**config.mk**
```make
export PLATFORM = sky130hd
export DESIGN_NAME = rccr_ctrl
export DESIGN_NICKNAME = d
export VERILOG_FILES = /design/src/rtl/core/rccr_pkg.sv /design/src/rtl/core/rccr_ctrl.sv
export SDC_FILE = /design/constraint.sdc
export NUM_CORES = 1
export LEC_CHECK = 0
export ABC_CLOCK_PERIOD_IN_PS = 2800
export BUFFER_PORTS_ARGS = -buffer_cell sky130_fd_sc_hd__buf_4
export CORE_AREA = 2 2 39 41
export DETAILED_ROUTE_END_ITERATION = 8
export DIE_AREA = 0 0 41 43
export PLACE_DENSITY = 0.68
export SLEW_MARGIN = 30
export SYNTH_ARGS = -nofsm -noshare
export SYNTH_HDL_FRONTEND = slang
export SYNTH_SLANG_ARGS = --single-unit
export TNS_END_PERCENT = 30
```
**constraint.sdc**
```tcl
create_clock -name clk -period 2.8 [get_ports clk]
set_input_delay 0.28 -clock clk [delete_from_list [all_inputs] [get_ports clk]]
set_output_delay 0.28 -clock clk [all_outputs]
set_load 0.02 [all_outputs]
```
**src/rtl/core/rccr_pkg.sv**
```systemverilog
// ----------------------------------------------------------------------------
// rccr_pkg
// Shared types and constants for the correlation ranger.
// ----------------------------------------------------------------------------
package rccr_pkg;

  localparam int RX_DEPTH_DEF    = 256;
  localparam int TX_DEPTH_DEF    = 4096;
  localparam int AVG_DEPTH_DEF   = 64;
  localparam int CHECK_SPAN_DEF  = 2;
  localparam int SAMPLE_BITS_DEF = 12;

  localparam int MAX_DECIM   = 16;
  localparam int DIST_W      = 46;
  localparam int PEAK_W      = 32;
  localparam int LAG_W       = 14;
  localparam int PTOT_W      = 38;
  localparam int LTOT_W      = 20;
  localparam int ACC_W       = 48;
  localparam int POW_W       = 64;

  localparam logic [1:0] MODE_RX  = 2'd0;
  localparam logic [1:0] MODE_TX  = 2'd1;
  localparam logic [1:0] MODE_EST = 2'd2;

  localparam logic [1:0] REG_RX_LENGTH = 2'd0;
  localparam logic [1:0] REG_DECIM     = 2'd1;
  localparam logic [1:0] REG_AVG       = 2'd2;
  localparam logic [1:0] REG_SCALE     = 2'd3;

  typedef enum logic [3:0] {
    ST_IDLE,
    ST_SETUP,
    ST_CENTER,
    ST_LAG,
    ST_MAC,
    ST_DRAIN,
    ST_POWER,
    ST_SQRT,
    ST_TRACK,
    ST_LOCK,
    ST_OUT
  } state_t;

  typedef struct packed {
    logic setup;
    logic center;
    logic lag_init;
    logic mac_start;
    logic mac_step;
    logic power;
    logic sqrt_init;
    logic sqrt_step;
    logic track;
    logic lock;
    logic emit;
  } cmd_t;

  typedef struct packed {
    logic center_done;
    logic mac_last;
    logic lag_last;
    logic sqrt_done;
  } sts_t;

endpackage

```
**src/rtl/core/rccr_ctrl.sv**
```systemverilog
// ----------------------------------------------------------------------------
// rccr_ctrl
// Estimate sequencer: lag loop, sample loop, root, tracking, result.
// ----------------------------------------------------------------------------
module rccr_ctrl (
  input  logic             clk,
  input  logic             rst_n,
  input  logic             start,
  input  logic             locked,
  input  logic             out_stall,
  input  rccr_pkg::sts_t   sts,
  output rccr_pkg::cmd_t   cmd,
  output logic             busy,
  output logic             out_valid
);
  import rccr_pkg::*;

  state_t state_r, state_nxt;
  logic [1:0] drain_r, drain_nxt;

  always_ff @(posedge clk) begin
    if (!rst_n) begin
      state_r <= ST_IDLE;
      drain_r <= '0;
    end else begin
      state_r <= state_nxt;
      drain_r <= drain_nxt;
    end
  end

  always_comb begin
    state_nxt = state_r;
    drain_nxt = drain_r;
    case (state_r)
      ST_IDLE:   if (start) state_nxt = ST_SETUP;
      ST_SETUP:  state_nxt = locked ? ST_CENTER : ST_LAG;
      ST_CENTER: if (sts.center_done) state_nxt = ST_LAG;
      ST_LAG:    state_nxt = ST_MAC;
      ST_MAC: begin
        if (sts.mac_last) begin
          state_nxt = ST_DRAIN;
          drain_nxt = '0;
        end
      end
      ST_DRAIN: begin
        drain_nxt = drain_r + 2'd1;
        if (drain_r == 2'd2) state_nxt = ST_POWER;
      end
      ST_POWER:  state_nxt = sts.lag_last ? ST_SQRT : ST_MAC;
      ST_SQRT:   if (sts.sqrt_done) state_nxt = ST_TRACK;
      ST_TRACK:  state_nxt = ST_LOCK;
      ST_LOCK:   state_nxt = ST_OUT;
      ST_OUT:    if (!out_stall) state_nxt = ST_IDLE;
      default:   state_nxt = ST_IDLE;
    endcase
  end

  always_comb begin
    cmd = '0;
    case (state_r)
      ST_SETUP:  cmd.setup = 1'b1;
      ST_CENTER: cmd.center = 1'b1;
      ST_LAG:    cmd.lag_init = 1'b1;
      ST_MAC:    cmd.mac_step = 1'b1;
      ST_POWER: begin
        cmd.power     = 1'b1;
        cmd.mac_start = 1'b1;
        cmd.sqrt_init = sts.lag_last;
      end
      ST_SQRT:   cmd.sqrt_step = 1'b1;
      ST_TRACK:  cmd.track = 1'b1;
      ST_LOCK:   cmd.lock = 1'b1;
      ST_OUT:    cmd.emit = 1'b1;
      default:   cmd = '0;
    endcase
  end

  assign busy      = (state_r != ST_IDLE);
  assign out_valid = (state_r == ST_OUT);
endmodule

```
# ---- Yosys cells after proc, flatten, opt, wreduce, memory -nomap -nowiden
# Index checks and enable logic that the tools add are counted.
dict set report word_totals {
  in_bits 9
  regBits 6
}
dict set report classes {
  n_reduce_logical 5
  eq_ne 17
  addsub 1
  n_mux 21
}
# operator n
set op_table {}
lappend op_table {{$pmux 4 s11} 1}
lappend op_table {{$mux 4} 6}
lappend op_table {{$eq 4x3->1 const B} 4}
lappend op_table {{$eq 4x4->1 const B} 3}
lappend op_table {{$ne 2x2->1 const B} 6}
lappend op_table {{$mux 1} 10}
lappend op_table {{$eq 4x2->1 const B} 2}
lappend op_table {{$mux 2} 3}
lappend op_table {{$reduce_and 6->1} 1}
lappend op_table {{$eq 4x1->1 const B} 1}
lappend op_table {{$logic_not 4->1} 1}
lappend op_table {{$pmux 2 s2} 1}
lappend op_table {{$reduce_bool 4->1} 1}
lappend op_table {{$add 2x1->2 const B} 1}
lappend op_table {{$eq 2x2->1 const B} 1}
lappend op_table {{$reduce_and 2->1} 1}
lappend op_table {{$reduce_bool 2->1} 1}

# ---- Logic depth before layout (Yosys ltp)
# Gate-level depths: netlist of the first run.
dict set report logic_depth {
  depth_word 3
  mapped_depth 6
  mapped_depth_nobuf 6
}

# ---- Worst setup path before layout of the first run
# OpenSTA, ideal clock, no wires.
dict set report synth_path {
  kind {reg2out}
  from {register state_r[1]}
  to {output cmd[4] (netlist name)}
  required_ns 2.520
  t_arrival_ns 1.327
  path_stages_with_launch 5
  n_path_buf 1
  slack_ns 1.193
  cell_sequence {dfxtp_1 buf_2 nand2b_1 nor2_1 and2_1}
}
# item line
set synth_rtl {}
lappend synth_rtl {{from (decl)} rccr_ctrl.sv:18} ;# state_t state_r, state_nxt;
lappend synth_rtl {{from (signal assigned)} rccr_ctrl.sv:26} ;# state_r <= state_nxt;
lappend synth_rtl {{to (decl)} rccr_ctrl.sv:12} ;# output rccr_pkg::cmd_t cmd,

==> qor.log, run 1 <==
INFO  global_routing grt_antenna_before_repair=0
INFO  synthesis      synth_compound_area_share=16.9%
INFO  synthesis      synth-xor-area-share=1.67%
INFO  placement      final_weighted_congestion_of_routability_driven_global_placement=0.764
INFO  global_routing grt_start_max_net_pins=16
INFO  sta            clock-skew-final=0.0130ns
INFO  sta            hold_slack=0.312ns
INFO  floorplanning  placement_rows=14
INFO  critical_path  r2r_start=state_r[1]$_SDFFE_PN0P_
INFO  hold_path      holdCritPathClass=input port to flop
INFO  synthesis      synth.yosys.seq_area_share=22.9%
INFO  synthesis      synth-edff-count=0
INFO  power_and_ir_drop p_sw=107µW
INFO  critical_path  timing.critical_path.fanout_max=15
INFO  cts            clk_path_buf_depth=2
INFO  finish         n_antenna_cell=0
INFO  sta            maxClockFrequency=551MHz
INFO  floorplanning  floorplan.die.height=43µm
INFO  global_routing grtUsageTotal=15.7%
INFO  cts            cts_tree=built
INFO  finish         postLayoutCoreUtil=48.8%
INFO  synthesis      synth.lib_cells_used.distinct=30
INFO  synthesis      synth-simple-area-share=36.2%
INFO  cts            htree_num_levels=1
INFO  finish         final_layout_size_suffix_gt1_share=34.5%
INFO  sta            finalMaxSlewViolations=0
INFO  sta            report.final.hold_viol_count=0
INFO  drt            routedWlPerCell=12.4µm
INFO  drt            routed_via_density=5.20
INFO  floorplanning  coreArea=0.00138mm²
INFO  power_and_ir_drop sequentialPowerShare=37.3%
INFO  cts            cts_bufs_inserted=3
INFO  synthesis      synth_warnings=0
INFO  placement      port_buffers=21
INFO  power_and_ir_drop max-vdd-ir-drop=0.252mV
INFO  synthesis      mappedNetlistArea=526µm²
INFO  global_routing globalRoute.totalOverflow=0
INFO  critical_path  crit_path_capture_type=output pin
INFO  finish         fillCellCount=142
INFO  floorplanning  die_w=41µm
INFO  sta            setup-violations-final=0
INFO  synthesis      syn_nets=78
INFO  drt            drt-pass1-iter-count=4
INFO  synthesis      synthCells=68
INFO  sta            timing_worst_slew_pin_value=0.479ns
INFO  sta            relSlewSlack=68.0%
INFO  cts            clk_transition_reported_paths=0.05ns
INFO  cts            number_of_sinks_on_the_clock_net=6
INFO  power_and_ir_drop p_per_area=449mW/mm²
INFO  drt            vias=520
INFO  critical_path  setup.reg_to_reg.worst_slack=1.01ns
INFO  critical_path  timing.critical_path.required=2.52ns
INFO  synthesis      async_reset_ff_share=0%
INFO  placement      post-dp-hpwl=900µm
INFO  synthesis      synth.area.top_cells=sky130_fd_sc_hd__dfxtp_1 (23%), sky130_fd_sc_hd__mux2i_1 (7.6%), sky130_fd_sc_hd__nor2_1 (7.1%)
INFO  drt            ant_nets=0
INFO  cts            ctsHoldBuffers=0
INFO  sta            min_period_over_period=64.8%
INFO  power_and_ir_drop internal_power=196µW
INFO  synthesis      synth.mux.area_fraction=9.76%
INFO  cts            cts_resized=0
INFO  hold_path      min_to=drain_r[1]$_SDFFE_PN0P_
INFO  floorplanning  overall_die_area=0.00176mm²
INFO  finish         area_growth_syn_to_layout=28.6%
INFO  critical_path  worstPathArrival=1.54ns
INFO  synthesis      synth_top_cell_area_share=22.9%
INFO  job            max_cap_viols=0
INFO  sta            rsz0062_at_grt=false
INFO  synthesis      synth-seq-cells=6
INFO  critical_path  reg2reg_to=state_r[1]$_SDFFE_PN0P_
INFO  critical_path  timing.setup.critical_path_class=flop to output pin
INFO  finish         nets=96
INFO  floorplanning  num_io_pins=22
INFO  drt            finalWirelength=1240µm
INFO  synthesis      post_synth_fa_ha_maj_area_fraction=2.38%
INFO  cts            post_cts_buffers=0
INFO  cts            ctsRootBufferMaster=sky130_fd_sc_hd__clkbuf_4
INFO  power_and_ir_drop p_clk_share=26.7%
INFO  synthesis      main_combinational_cell_family_by_area_after_synthesis=simple AND/OR/NAND/NOR gates
INFO  finish         layout.cell_area.non_filler=676µm²
INFO  synthesis      synth.cells.most_frequent=sky130_fd_sc_hd__nor2_1 (10), sky130_fd_sc_hd__dfxtp_1 (6), sky130_fd_sc_hd__nor3_1 (6)
INFO  critical_path  worstRegToRegCells=4
INFO  status         status=finished, final reports clean
INFO  hold_path      worst_hold_startpoint=rst_n
INFO  synthesis      most_frequently_used_cell_type_in_the_post_synthesis_netlist=sky130_fd_sc_hd__nor2_1
INFO  power_and_ir_drop pleak=0.284nW
INFO  hold_path      hold_depth=2
INFO  global_routing first_pass_grt_wire_length=1900µm
INFO  synthesis      leading_register_cell_type_out_of_synthesis=sky130_fd_sc_hd__dfxtp_1
INFO  critical_path  startpoint_type=flop
INFO  drt            drt_drc_violations_left=0
INFO  drt            detail_route.iter0.violations=9
INFO  sta            tns=0ns
INFO  global_routing grt_pass1_vias=460
INFO  synthesis      synthDominantAreaCellType=sky130_fd_sc_hd__dfxtp_1
INFO  power_and_ir_drop switching_power_share_of_the_total=35.3%
INFO  synthesis      synth.avg_cell_area=7.73µm²
INFO  sta            period_minus_slack=1.82ns
INFO  power_and_ir_drop pwr-share-comb=36.1%
INFO  placement      postPlaceCellArea=653µm²
INFO  cts            clock_latency=0.25ns
INFO  floorplanning  initial_utilization=38.0%
## cells by family (layout without fill, tap and decap cells)
logic type                 count (synthesis)  count (layout)
and+or+nand+nor                           35              35
muxes                                      5               5
xor gates and xnor gates                   1               1
AOI/OAI and AO/OA                         11              11
adders and majority gates                  1               1
buffers and inverters                      9              25
DFF                                        6               6
## routing by layer
metal | part of all wire [%] | vias to the layer above | global-route usage, %
met5 | 0 | - | 0
li1 | - | 264 | -
met2 | 49 | 12 | 25.0
met3 | 6.3 | 0 | 8.38
met4 | 0 | 0 | 2.00
met1 | 44 | 244 | 18.6
## worst max-delay path by stage
| stage | from | endpoint | slack, ns | cells past startpoint |
|---|---|---|---|---|
| after floorplan | state_r[1]$_SDFFE_PN0P_ | cmd[4] | 1.19 | 4 |
| after global placement | state_r[1]$_SDFFE_PN0P_ | state_r[2]$_SDFFE_PN0P_ | 1.15 | 4 |
| after detailed placement | state_r[1]$_SDFFE_PN0P_ | state_r[2]$_SDFFE_PN0P_ | 1.09 | 4 |
| after CTS | state_r[1]$_SDFFE_PN0P_ | cmd[4] | 0.99 | 4 |
| after global routing | state_r[1]$_SDFFE_PN0P_ | cmd[4] | 0.87 | 4 |
| final | state_r[1]$_SDFFE_PN0P_ | cmd[4] | 0.98 | 4 |
## through the flow
step	setup slack, ns	power (mW)	cells
6_report	0.985	0.303	100
5_1_grt	0.871	0.323	100
4_1_cts	0.989	0.305	100
3_5_place_dp	1.09	0.222	97
3_3_place_gp	1.15	0.222	97
2_1_floorplan	1.19	0.189	68
## final cells by class
| cell class | count | area, µm² | share of cell area [%] |
|---|---|---|---|
| well taps | 16 | 20.0 | 2.96 |
| repair buffers | 21 | 158 | 23.3 |
| clock buffers | 3 | 22.5 | 3.33 |
| flip-flops and latches | 6 | 120 | 17.8 |
| multi-input cells | 53 | 352 | 52.0 |
| inverters | 1 | 3.75 | 0.556 |
## power by group through the flow
stage	registers [mW]	logic, mW	clock network (mW)
4_1_cts	0.113	0.110	0.0827
3_5_place_dp	0.114	0.108	0
5_1_grt	0.115	0.117	0.0915
6_report	0.113	0.109	0.0808
2_1_floorplan	0.0975	0.0915	0
3_3_place_gp	0.113	0.108	0
## critical path, stage by stage, from the launching register on
cell	delay, ns
sky130_fd_sc_hd__dfxtp_1	0.61
sky130_fd_sc_hd__nand2b_1	0.20
sky130_fd_sc_hd__nor2_1	0.19
sky130_fd_sc_hd__and2_1	0.15
sky130_fd_sc_hd__buf_4	0.13
## placed cells by master, fill, tap and decap left out
master,Yosys,final
sky130_fd_sc_hd__and2_1,1,1
sky130_fd_sc_hd__nand4b_1,1,1
sky130_fd_sc_hd__o311a_1,1,1
sky130_fd_sc_hd__or2_2,1,1
sky130_fd_sc_hd__dfxtp_1,6,6
sky130_fd_sc_hd__nand2b_1,3,3
sky130_fd_sc_hd__clkbuf_4,0,3
sky130_fd_sc_hd__nor2_1,10,10
sky130_fd_sc_hd__a21oi_4,1,1
sky130_fd_sc_hd__o21ai_0,2,2
sky130_fd_sc_hd__nand3b_1,1,1
sky130_fd_sc_hd__buf_4,2,21
sky130_fd_sc_hd__mux2i_1,4,4
sky130_fd_sc_hd__or3_1,2,2
sky130_fd_sc_hd__nor2b_1,3,3
sky130_fd_sc_hd__xnor2_1,1,1
sky130_fd_sc_hd__inv_1,1,1
sky130_fd_sc_hd__nand2_1,4,4
sky130_fd_sc_hd__o21a_1,1,1
sky130_fd_sc_hd__nor3b_1,1,1
sky130_fd_sc_hd__nor3_1,6,6
sky130_fd_sc_hd__ha_1,1,1
sky130_fd_sc_hd__or2b_1,1,1
sky130_fd_sc_hd__a211o_4,1,1
sky130_fd_sc_hd__mux2_2,1,1
sky130_fd_sc_hd__a211oi_1,1,1
sky130_fd_sc_hd__a21oi_1,4,4
sky130_fd_sc_hd__or4b_4,1,1
## state kept, by name (all words and copies together), names as in the netlist
name / cells
drain_r: 2
state_r: 4
Note: power is estimated with default switching activity, not from simulation.
==> run 2: changes to the inputs <==
--- a/config.mk
+++ b/config.mk
@@ -5,12 +5,12 @@
 export SDC_FILE = /design/constraint.sdc
 export NUM_CORES = 1
 export LEC_CHECK = 0
-export ABC_CLOCK_PERIOD_IN_PS = 2800
+export ABC_CLOCK_PERIOD_IN_PS = 1650
 export BUFFER_PORTS_ARGS = -buffer_cell sky130_fd_sc_hd__buf_4
-export CORE_AREA = 2 2 39 41
+export CORE_MARGIN = 2
+export CORE_UTILIZATION = 40
 export DETAILED_ROUTE_END_ITERATION = 8
-export DIE_AREA = 0 0 41 43
-export PLACE_DENSITY = 0.68
+export PLACE_DENSITY = 0.71
 export SLEW_MARGIN = 30
 export SYNTH_ARGS = -nofsm -noshare
 export SYNTH_HDL_FRONTEND = slang
==> constraint.sdc (replaced) <==
create_clock -name clk -period 1.65 [get_ports clk]
set_input_delay 0.165 -clock clk [delete_from_list [all_inputs] [get_ports clk]]
set_output_delay 0.165 -clock clk [all_outputs]
set_load 0.02 [all_outputs]
==> run 2 against run 1 <==
Against the previous run:
- clock-buffer cell count unchanged
- combinational power up 96%
- sequential share of layout area fell by 0.73 points
- register-to-register slack lost 0.86 ns
- sequential power is 60% higher
- largest power group is now combinational logic
- global-route usage is 3.5 points higher
- clock skew is 0.012 ns lower
- setup slack lost 0.88 ns
- design area up 6.5%
==> qor.log, run 2 (synthesis results as in run 1) <==
INFO  cts            cts_tree=built
INFO  floorplanning  coreArea=0.00127mm² [-8.3%]
INFO  finish         largest_registers=state_r: 4 flops, drain_r: 2 flops
INFO  floorplanning  floorplan.die.height=40.2µm [-6.4%]
INFO  power_and_ir_drop p_sw=176µW [+65%]
INFO  floorplanning  initial_utilization=41.4% [+3.4 points]
INFO  sta            fin_ws=0.107ns [-0.878 ns]
INFO  sta            hold_slack=0.209ns [-0.102 ns]
INFO  placement      place.detailed.instances=100 [+3.1%]
INFO  hold_path      holdCritPathClass=input port to flop
INFO  critical_path  worstPathArrival=1.38ns [-0.16 ns]
INFO  floorplanning  die_w=40.2µm [-1.8%]
INFO  floorplanning  num_io_pins=22 [unchanged]
INFO  finish         max_reg_flops=4 [unchanged]
INFO  placement      final_weighted_congestion_of_routability_driven_global_placement=0.732 [-4.2%]
INFO  drt            drt_drc_violations_left=0 [unchanged]
INFO  power_and_ir_drop internal_power=349µW [+78%]
INFO  critical_path  setup.reg_to_reg.worst_slack=0.15ns [-0.86 ns]
INFO  drt            routedWlPerCell=11.5µm [-7.0%]
INFO  finish         area_growth_syn_to_layout=36.9%
INFO  status         status=finished, final reports clean
INFO  placement      postPlaceCellArea=682µm² [+4.4%]
INFO  floorplanning  overall_die_area=0.00162mm² [-8.1%]
INFO  finish         stdcell_count=103 [+3.0%]
INFO  cts            cts_bufs_inserted=3 [unchanged]
INFO  power_and_ir_drop switching_power_share_of_the_total=33.6% [-1.7 points]
INFO  cts            number_of_sinks_on_the_clock_net=6 [unchanged]
INFO  critical_path  timing.critical_path.required=1.48ns [-1.04 ns]
INFO  global_routing grtUsageTotal=19.2% [+3.5 points]
INFO  cts            htree_num_levels=1 [unchanged]
INFO  floorplanning  placement_rows=13 [-1]
INFO  sta            setup-violations-final=0 [unchanged]
INFO  global_routing grt_antenna_before_repair=0 [unchanged]
INFO  sta            period_minus_slack=1.54ns
INFO  drt            drt-pass1-iter-count=4 [unchanged]
INFO  finish         nets=100 [+4.2%]
INFO  sta            report.final.hold_viol_count=0 [unchanged]
INFO  cts            post_cts_buffers=0 [unchanged]
INFO  finish         n_antenna_cell=0 [unchanged]
INFO  critical_path  timing.critical_path.fanout_max=8 [-7]
INFO  critical_path  startpoint_type=flop
INFO  critical_path  timing.setup.critical_path_class=flop to output pin
INFO  drt            routed_via_density=5.20 [about the same]
INFO  sta            maxClockFrequency=648MHz
INFO  cts            clock_latency=0.24ns [about the same]
INFO  sta            tns=0ns [unchanged]
INFO  cts            clk_path_buf_depth=2 [unchanged]
INFO  cts            clk_transition_reported_paths=0.04ns [about the same]
INFO  finish         layout.cells.most_common=sky130_fd_sc_hd__buf_4
INFO  finish         top_register=state_r
INFO  critical_path  worstRegToRegCells=4 [unchanged]
INFO  job            max_cap_viols=0 [unchanged]
INFO  sta            relSlewSlack=81.6% [+14 points]
INFO  placement      worst_slack_placed=0.0675ns [-1.02 ns]
INFO  sta            min_period_over_period=93.5%
INFO  placement      port_buffers=21 [unchanged]
INFO  global_routing globalRoute.totalOverflow=0 [unchanged]
INFO  finish         layout.cell_area.non_filler=719µm² [+6.5%]
INFO  cts            ctsRootBufferMaster=sky130_fd_sc_hd__clkbuf_4
INFO  power_and_ir_drop totalPowerFinal=525µW [+73%]
INFO  global_routing grt_start_max_net_pins=12 [-4]
INFO  power_and_ir_drop max-vdd-ir-drop=0.344mV [+37%]
INFO  drt            detail_route.iter0.violations=3 [-6]
INFO  drt            ant_nets=0 [unchanged]
INFO  sta            rsz0062_at_grt=false
INFO  drt            finalWirelength=1180µm [-4.2%]
INFO  drt            vias=536 [+3.1%]
INFO  finish         final_layout_size_suffix_gt1_share=43.2% [+8.7 points]
INFO  finish         postLayoutCoreUtil=56.7% [+7.9 points]
INFO  power_and_ir_drop pleak=0.306nW [+7.7%]
INFO  hold_path      hold_depth=2 [unchanged]
INFO  critical_path  crit_path_capture_type=output pin
INFO  power_and_ir_drop pwr-share-comb=40.8% [+4.7 points]
INFO  sta            clock-skew-final=0.000634ns [-0.0124 ns]
INFO  sta            timing_worst_slew_pin_value=0.268ns [-0.211 ns]
INFO  placement      post-dp-hpwl=939µm [+4.4%]
INFO  finish         mostFrequentLayoutCells=sky130_fd_sc_hd__buf_4 (25), sky130_fd_sc_hd__nor2_1 (9), sky130_fd_sc_hd__nor3_1 (6)
INFO  global_routing first_pass_grt_wire_length=2060µm [+8.8%]
INFO  sta            finalMaxSlewViolations=0 [unchanged]
INFO  power_and_ir_drop sequentialPowerShare=34.5% [-2.8 points]
INFO  global_routing grt_pass1_vias=494 [+7.4%]
INFO  power_and_ir_drop p_clk_share=24.8% [-1.9 points]
INFO  power_and_ir_drop p_per_area=730mW/mm² [+63%]
## run 2: critical path, stage by stage (launching register included)
cell and delay (ns):
sky130_fd_sc_hd__dfxtp_1 0.38, sky130_fd_sc_hd__or2_4 0.29, sky130_fd_sc_hd__or3_1 0.31, sky130_fd_sc_hd__buf_4 0.16
## run 2: per-layer routing
layer	wire, µm	track usage (%)	part of all wire, %	up-vias
met1	536	23.6	45	241
met5	0	0	0	-
met4	10	5.00	0.85	0
met2	561	33.1	47	16
li1	-	-	-	277
met3	74	5.00	6.3	2
## run 2: final cells by class
type,instances,area [µm²]
well taps,15,18.8
flip-flops and latches,6,123
repair buffers,25,188
clock buffers,3,22.5
inverters,1,3.75
fillers,121,549
multi-input cells,53,364
## run 2: path summary, 6_finish.rpt
kind / start / end
hold / removal: rst_n / state_r[0]$_SDFFE_PN0P_
hold reg to reg: drain_r[1]$_SDFFE_PN0P_ / drain_r[1]$_SDFFE_PN0P_
setup / recovery: state_r[3]$_SDFFE_PN0P_ / busy
setup reg to reg: state_r[3]$_SDFFE_PN0P_ / state_r[1]$_SDFFE_PN0P_
## run 2: power groups by stage
stage               Combinational [mW]  Sequential, mW  Clock (mW)
global route                     0.234           0.185       0.147
detailed placement               0.212           0.182           0
global placement                 0.209           0.182           0
floorplan                        0.155           0.165           0
finish                           0.214           0.181       0.130
CTS                              0.214           0.180       0.138
## run 2: timing repair
action                     CTS  global route
hold buffers                 0             0
gates cloned                 0             0
setup endpoints to repair    1             4
resized for setup            1             5
==> run 3: changes to the inputs <==
--- a/config.mk
+++ b/config.mk
@@ -5,12 +5,13 @@
 export SDC_FILE = /design/constraint.sdc
 export NUM_CORES = 1
 export LEC_CHECK = 0
+export ABC_AREA = 1
 export ABC_CLOCK_PERIOD_IN_PS = 1650
 export BUFFER_PORTS_ARGS = -buffer_cell sky130_fd_sc_hd__buf_4
 export CORE_MARGIN = 2
-export CORE_UTILIZATION = 40
+export CORE_UTILIZATION = 41
 export DETAILED_ROUTE_END_ITERATION = 8
-export PLACE_DENSITY = 0.71
+export PLACE_DENSITY = 0.72
 export SLEW_MARGIN = 30
 export SYNTH_ARGS = -nofsm -noshare
 export SYNTH_HDL_FRONTEND = slang
==> run 3 against run 2 <==
Against the previous run:
- clock-buffer cell count unchanged
- cell count up 26%
- first-iteration DRC count rose to 3.0 times the previous value
- clock skew up 0.00058 ns
- utilization up 0.89 points
- sequential cell count unchanged
- maximum frequency up 1.0%
- global-route usage down 0.67 points
- sequential share of layout area down 0.26 points
- critical path type unchanged
==> qor.log, run 3 <==
INFO  finish         mostFrequentLayoutCells=sky130_fd_sc_hd__buf_4 (21), sky130_fd_sc_hd__nand2_1 (20), sky130_fd_sc_hd__inv_1 (19)
INFO  floorplanning  coreArea=0.00127mm² [unchanged]
INFO  global_routing globalRoute.totalOverflow=0 [unchanged]
INFO  critical_path  worstPathArrival=1.36ns [-0.02 ns]
INFO  drt            detail_route.iter0.violations=9 [+6]
INFO  drt            ant_nets=0 [unchanged]
INFO  sta            period_minus_slack=1.53ns [-0.0159 ns]
INFO  cts            htree_num_levels=1 [unchanged]
INFO  sta            finalMaxSlewViolations=0 [unchanged]
INFO  power_and_ir_drop p_per_area=1860mW/mm² [+150%]
INFO  drt            drt-pass1-iter-count=4 [unchanged]
INFO  synthesis      synth_warnings=0 [unchanged]
INFO  synthesis      synth-edff-count=0 [unchanged]
INFO  synthesis      synth.yosys.seq_area_share=22.4% [-0.48 points]
INFO  global_routing first_pass_grt_wire_length=2030µm [-1.7%]
INFO  synthesis      synth-simple-area-share=46.4% [+10 points]
INFO  placement      final_weighted_congestion_of_routability_driven_global_placement=0.798 [+9.1%]
INFO  drt            routed_via_density=4.48 [-14%]
INFO  cts            clk_path_buf_depth=2 [unchanged]
INFO  sta            fin_ws=0.123ns [+0.0159 ns]
INFO  critical_path  setup.reg_to_reg.worst_slack=0.33ns [+0.18 ns]
INFO  finish         nets=127 [+27%]
INFO  finish         n_antenna_cell=0 [unchanged]
INFO  critical_path  reg2reg_to=state_r[3]$_SDFFE_PN0P_
INFO  hold_path      worst_hold_startpoint=rst_n
INFO  synthesis      main_combinational_cell_family_by_area_after_synthesis=simple AND/OR/NAND/NOR gates
INFO  cts            ctsRootBufferMaster=sky130_fd_sc_hd__clkbuf_4
INFO  finish         area_growth_syn_to_layout=36.1%
INFO  power_and_ir_drop max-vdd-ir-drop=0.781mV [+130%]
INFO  global_routing grt_pass1_vias=512 [+3.6%]
INFO  sta            clock-skew-final=0.00122ns [+0.000582 ns]
INFO  synthesis      post_synth_fa_ha_maj_area_fraction=2.33% [-0.050 points]
INFO  synthesis      syn_nets=103 [+32%]
INFO  finish         final_layout_size_suffix_gt1_share=33.0% [-10 points]
INFO  drt            vias=583 [+8.8%]
INFO  critical_path  r2r_start=state_r[1]$_SDFFE_PN0P_
INFO  global_routing grt_antenna_before_repair=0 [unchanged]
INFO  synthesis      synth.avg_cell_area=5.77µm² [-25%]
INFO  finish         top_register=state_r
INFO  power_and_ir_drop pleak=0.425nW [+39%]
INFO  cts            ctsHoldBuffers=0 [unchanged]
INFO  finish         layout.cells.most_common=sky130_fd_sc_hd__buf_4
INFO  cts            cts_bufs_inserted=3 [unchanged]
INFO  synthesis      synth.lib_cells_used.distinct=18 [-40%]
INFO  sta            min_period_over_period=92.6% [-0.96 points]
INFO  synthesis      leading_register_cell_type_out_of_synthesis=sky130_fd_sc_hd__dfxtp_1
INFO  sta            report.final.hold_viol_count=0 [unchanged]
INFO  sta            timing_worst_slew_pin_value=0.273ns [+0.00524 ns]
INFO  placement      port_buffers=21 [unchanged]
INFO  sta            maxClockFrequency=655MHz [+1.0%]
INFO  finish         max_reg_flops=4 [unchanged]
INFO  synthesis      synth-xor-area-share=0% [-1.7 points]
INFO  drt            routedWlPerCell=9.72µm [-15%]
INFO  floorplanning  die_w=40.2µm [-0.16%]
INFO  sta            tns=0ns [unchanged]
INFO  synthesis      synth-seq-cells=6 [unchanged]
INFO  synthesis      most_frequently_used_cell_type_in_the_post_synthesis_netlist=sky130_fd_sc_hd__nand2_1
INFO  hold_path      holdCritPathClass=input port to flop
INFO  hold_path      hold_depth=3 [+1]
INFO  global_routing grtUsageTotal=18.6% [-0.67 points]
INFO  cts            cts_tree=built
INFO  synthesis      async_reset_ff_share=0% [unchanged]
INFO  floorplanning  floorplan.die.height=40.2µm [-0.16%]
INFO  drt            drt_drc_violations_left=0 [unchanged]
INFO  status         status=finished, final reports clean
INFO  floorplanning  num_io_pins=22 [unchanged]
INFO  synthesis      synth.mux.area_fraction=0% [-9.8 points]
INFO  critical_path  timing.critical_path.fanout_max=5 [-3]
INFO  drt            finalWirelength=1260µm [+6.8%]
INFO  critical_path  timing.setup.critical_path_class=flop to output pin
INFO  job            max_cap_viols=0 [unchanged]
INFO  floorplanning  placement_rows=13 [unchanged]
INFO  synthesis      synth_compound_area_share=11.4% [-5.5 points]
INFO  global_routing grt_start_max_net_pins=9 [-3]
INFO  placement      worst_slack_placed=0.256ns [+0.189 ns]
INFO  sta            setup-violations-final=0 [unchanged]
INFO  sta            rsz0062_at_grt=false
INFO  critical_path  startpoint_type=flop
INFO  critical_path  crit_path_capture_type=output pin
INFO  floorplanning  initial_utilization=42.3% [+0.89 points]
INFO  synthesis      synthCells=93 [+37%]
INFO  hold_path      min_to=state_r[3]$_SDFFE_PN0P_
INFO  synthesis      synth.area.top_cells=sky130_fd_sc_hd__dfxtp_1 (22%), sky130_fd_sc_hd__nand2_1 (14%), sky130_fd_sc_hd__inv_1 (13%)
INFO  critical_path  worstRegToRegCells=7 [+3]
INFO  synthesis      synth_top_cell_area_share=22.4% [-0.48 points]
INFO  finish         fillCellCount=138 [+14%]
INFO  sta            relSlewSlack=81.7% [+0.095 points]
INFO  critical_path  timing.critical_path.required=1.48ns [about the same]
INFO  synthesis      synthDominantAreaCellType=sky130_fd_sc_hd__dfxtp_1
INFO  placement      post-dp-hpwl=993µm [+5.7%]
INFO  synthesis      mappedNetlistArea=537µm² [+2.1%]
INFO  cts            number_of_sinks_on_the_clock_net=6 [unchanged]
INFO  floorplanning  overall_die_area=0.00161mm² [-0.32%]
INFO  cts            clock_latency=0.24ns [about the same]
INFO  cts            clk_transition_reported_paths=0.04ns [about the same]
INFO  finish         largest_registers=state_r: 4 flops, drain_r: 2 flops
INFO  synthesis      synth.cells.most_frequent=sky130_fd_sc_hd__nand2_1 (20), sky130_fd_sc_hd__inv_1 (19), sky130_fd_sc_hd__nor2_1 (11)
## run 3: logic make-up after synthesis
| kind of cell | after synthesis |
|---|---|
| AO/OA/AOI/OAI | 11 |
| AND/OR/NAND/NOR | 52 |
| flip-flops | 6 |
| adder cells (fa/ha/maj) | 1 |
| buffers and inverters | 23 |
## run 3: layout make-up
cell class,instances,area (µm²),share of cell area [%]
sequential,6,123,16.8
timing repair buffer,21,158,21.6
multi-input combinational,64,330,45.2
tap,15,18.8,2.57
inverter,21,78.8,10.8
clock buffer,3,22.5,3.08
## run 3: per-layer routing
| layer | wire length (µm) | track usage, % | share of wire, % |
|---|---|---|---|
| met4 | 5 | 10.0 | 0.40 |
| met1 | 639 | 24.0 | 51 |
| met5 | 0 | 0 | 0 |
| met2 | 557 | 30.2 | 44 |
| met3 | 60 | 1.67 | 4.7 |
## run 3: worst max path at each step
stage | startpoint | end | slack (ns) | depth (start not counted)
global placement | state_r[0]$_SDFFE_PN0P_ | cmd[10] | 0.24 | 5
CTS | state_r[0]$_SDFFE_PN0P_ | cmd[10] | 0.07 | 5
finish | state_r[1]$_SDFFE_PN0P_ | cmd[4] | 0.12 | 5
detailed placement | state_r[0]$_SDFFE_PN0P_ | cmd[10] | 0.26 | 5
global route | state_r[1]$_SDFFE_PN0P_ | cmd[4] | 0.03 | 5
floorplan | state_r[3]$_SDFFE_PN0P_ | cmd[0] | 0.21 | 5
## run 3: through the flow
step | utilization (%) | cells | power (mW) | hold WS, ns | cell area (µm²)
final | 57.6 | 130 | 1.36 | 0.190 | 731
after global routing | 57.6 | 130 | 1.49 | 0.200 | 731
after floorplan | - | 93 | 0.951 | 0.286 | 542
after global placement | 55.4 | 127 | 1.20 | 0.433 | 703
after detailed placement | 55.4 | 127 | 1.21 | 0.445 | 703
after CTS | 57.4 | 130 | 1.36 | 0.183 | 728
## run 3: timing repair
| action | 4_1_cts | 5_1_grt |
|---|---|---|
| setup endpoints to repair | 1 | 3 |
| pin swaps | 0 | 0 |
| resized for setup | 1 | 2 |
| setup buffers | 0 | 0 |
## run 3: worst max-delay path: stages (launching register included)
cell and delay, ns:
sky130_fd_sc_hd__dfxtp_1 0.41, sky130_fd_sc_hd__inv_1 0.12, sky130_fd_sc_hd__nor2_2 0.22, sky130_fd_sc_hd__nand3_1 0.14, sky130_fd_sc_hd__inv_1 0.10, sky130_fd_sc_hd__buf_4 0.14
## run 3: where the power goes
part | leakage (nW) | internal [mW] | total [mW] | switching, mW
Combinational | 0.361 | 0.347 | 0.932 | 0.585
Sequential | 0.0499 | 0.203 | 0.292 | 0.0887
Clock | 0.0138 | 0.0822 | 0.133 | 0.0513
Total | 0.425 | 0.632 | 1.36 | 0.725
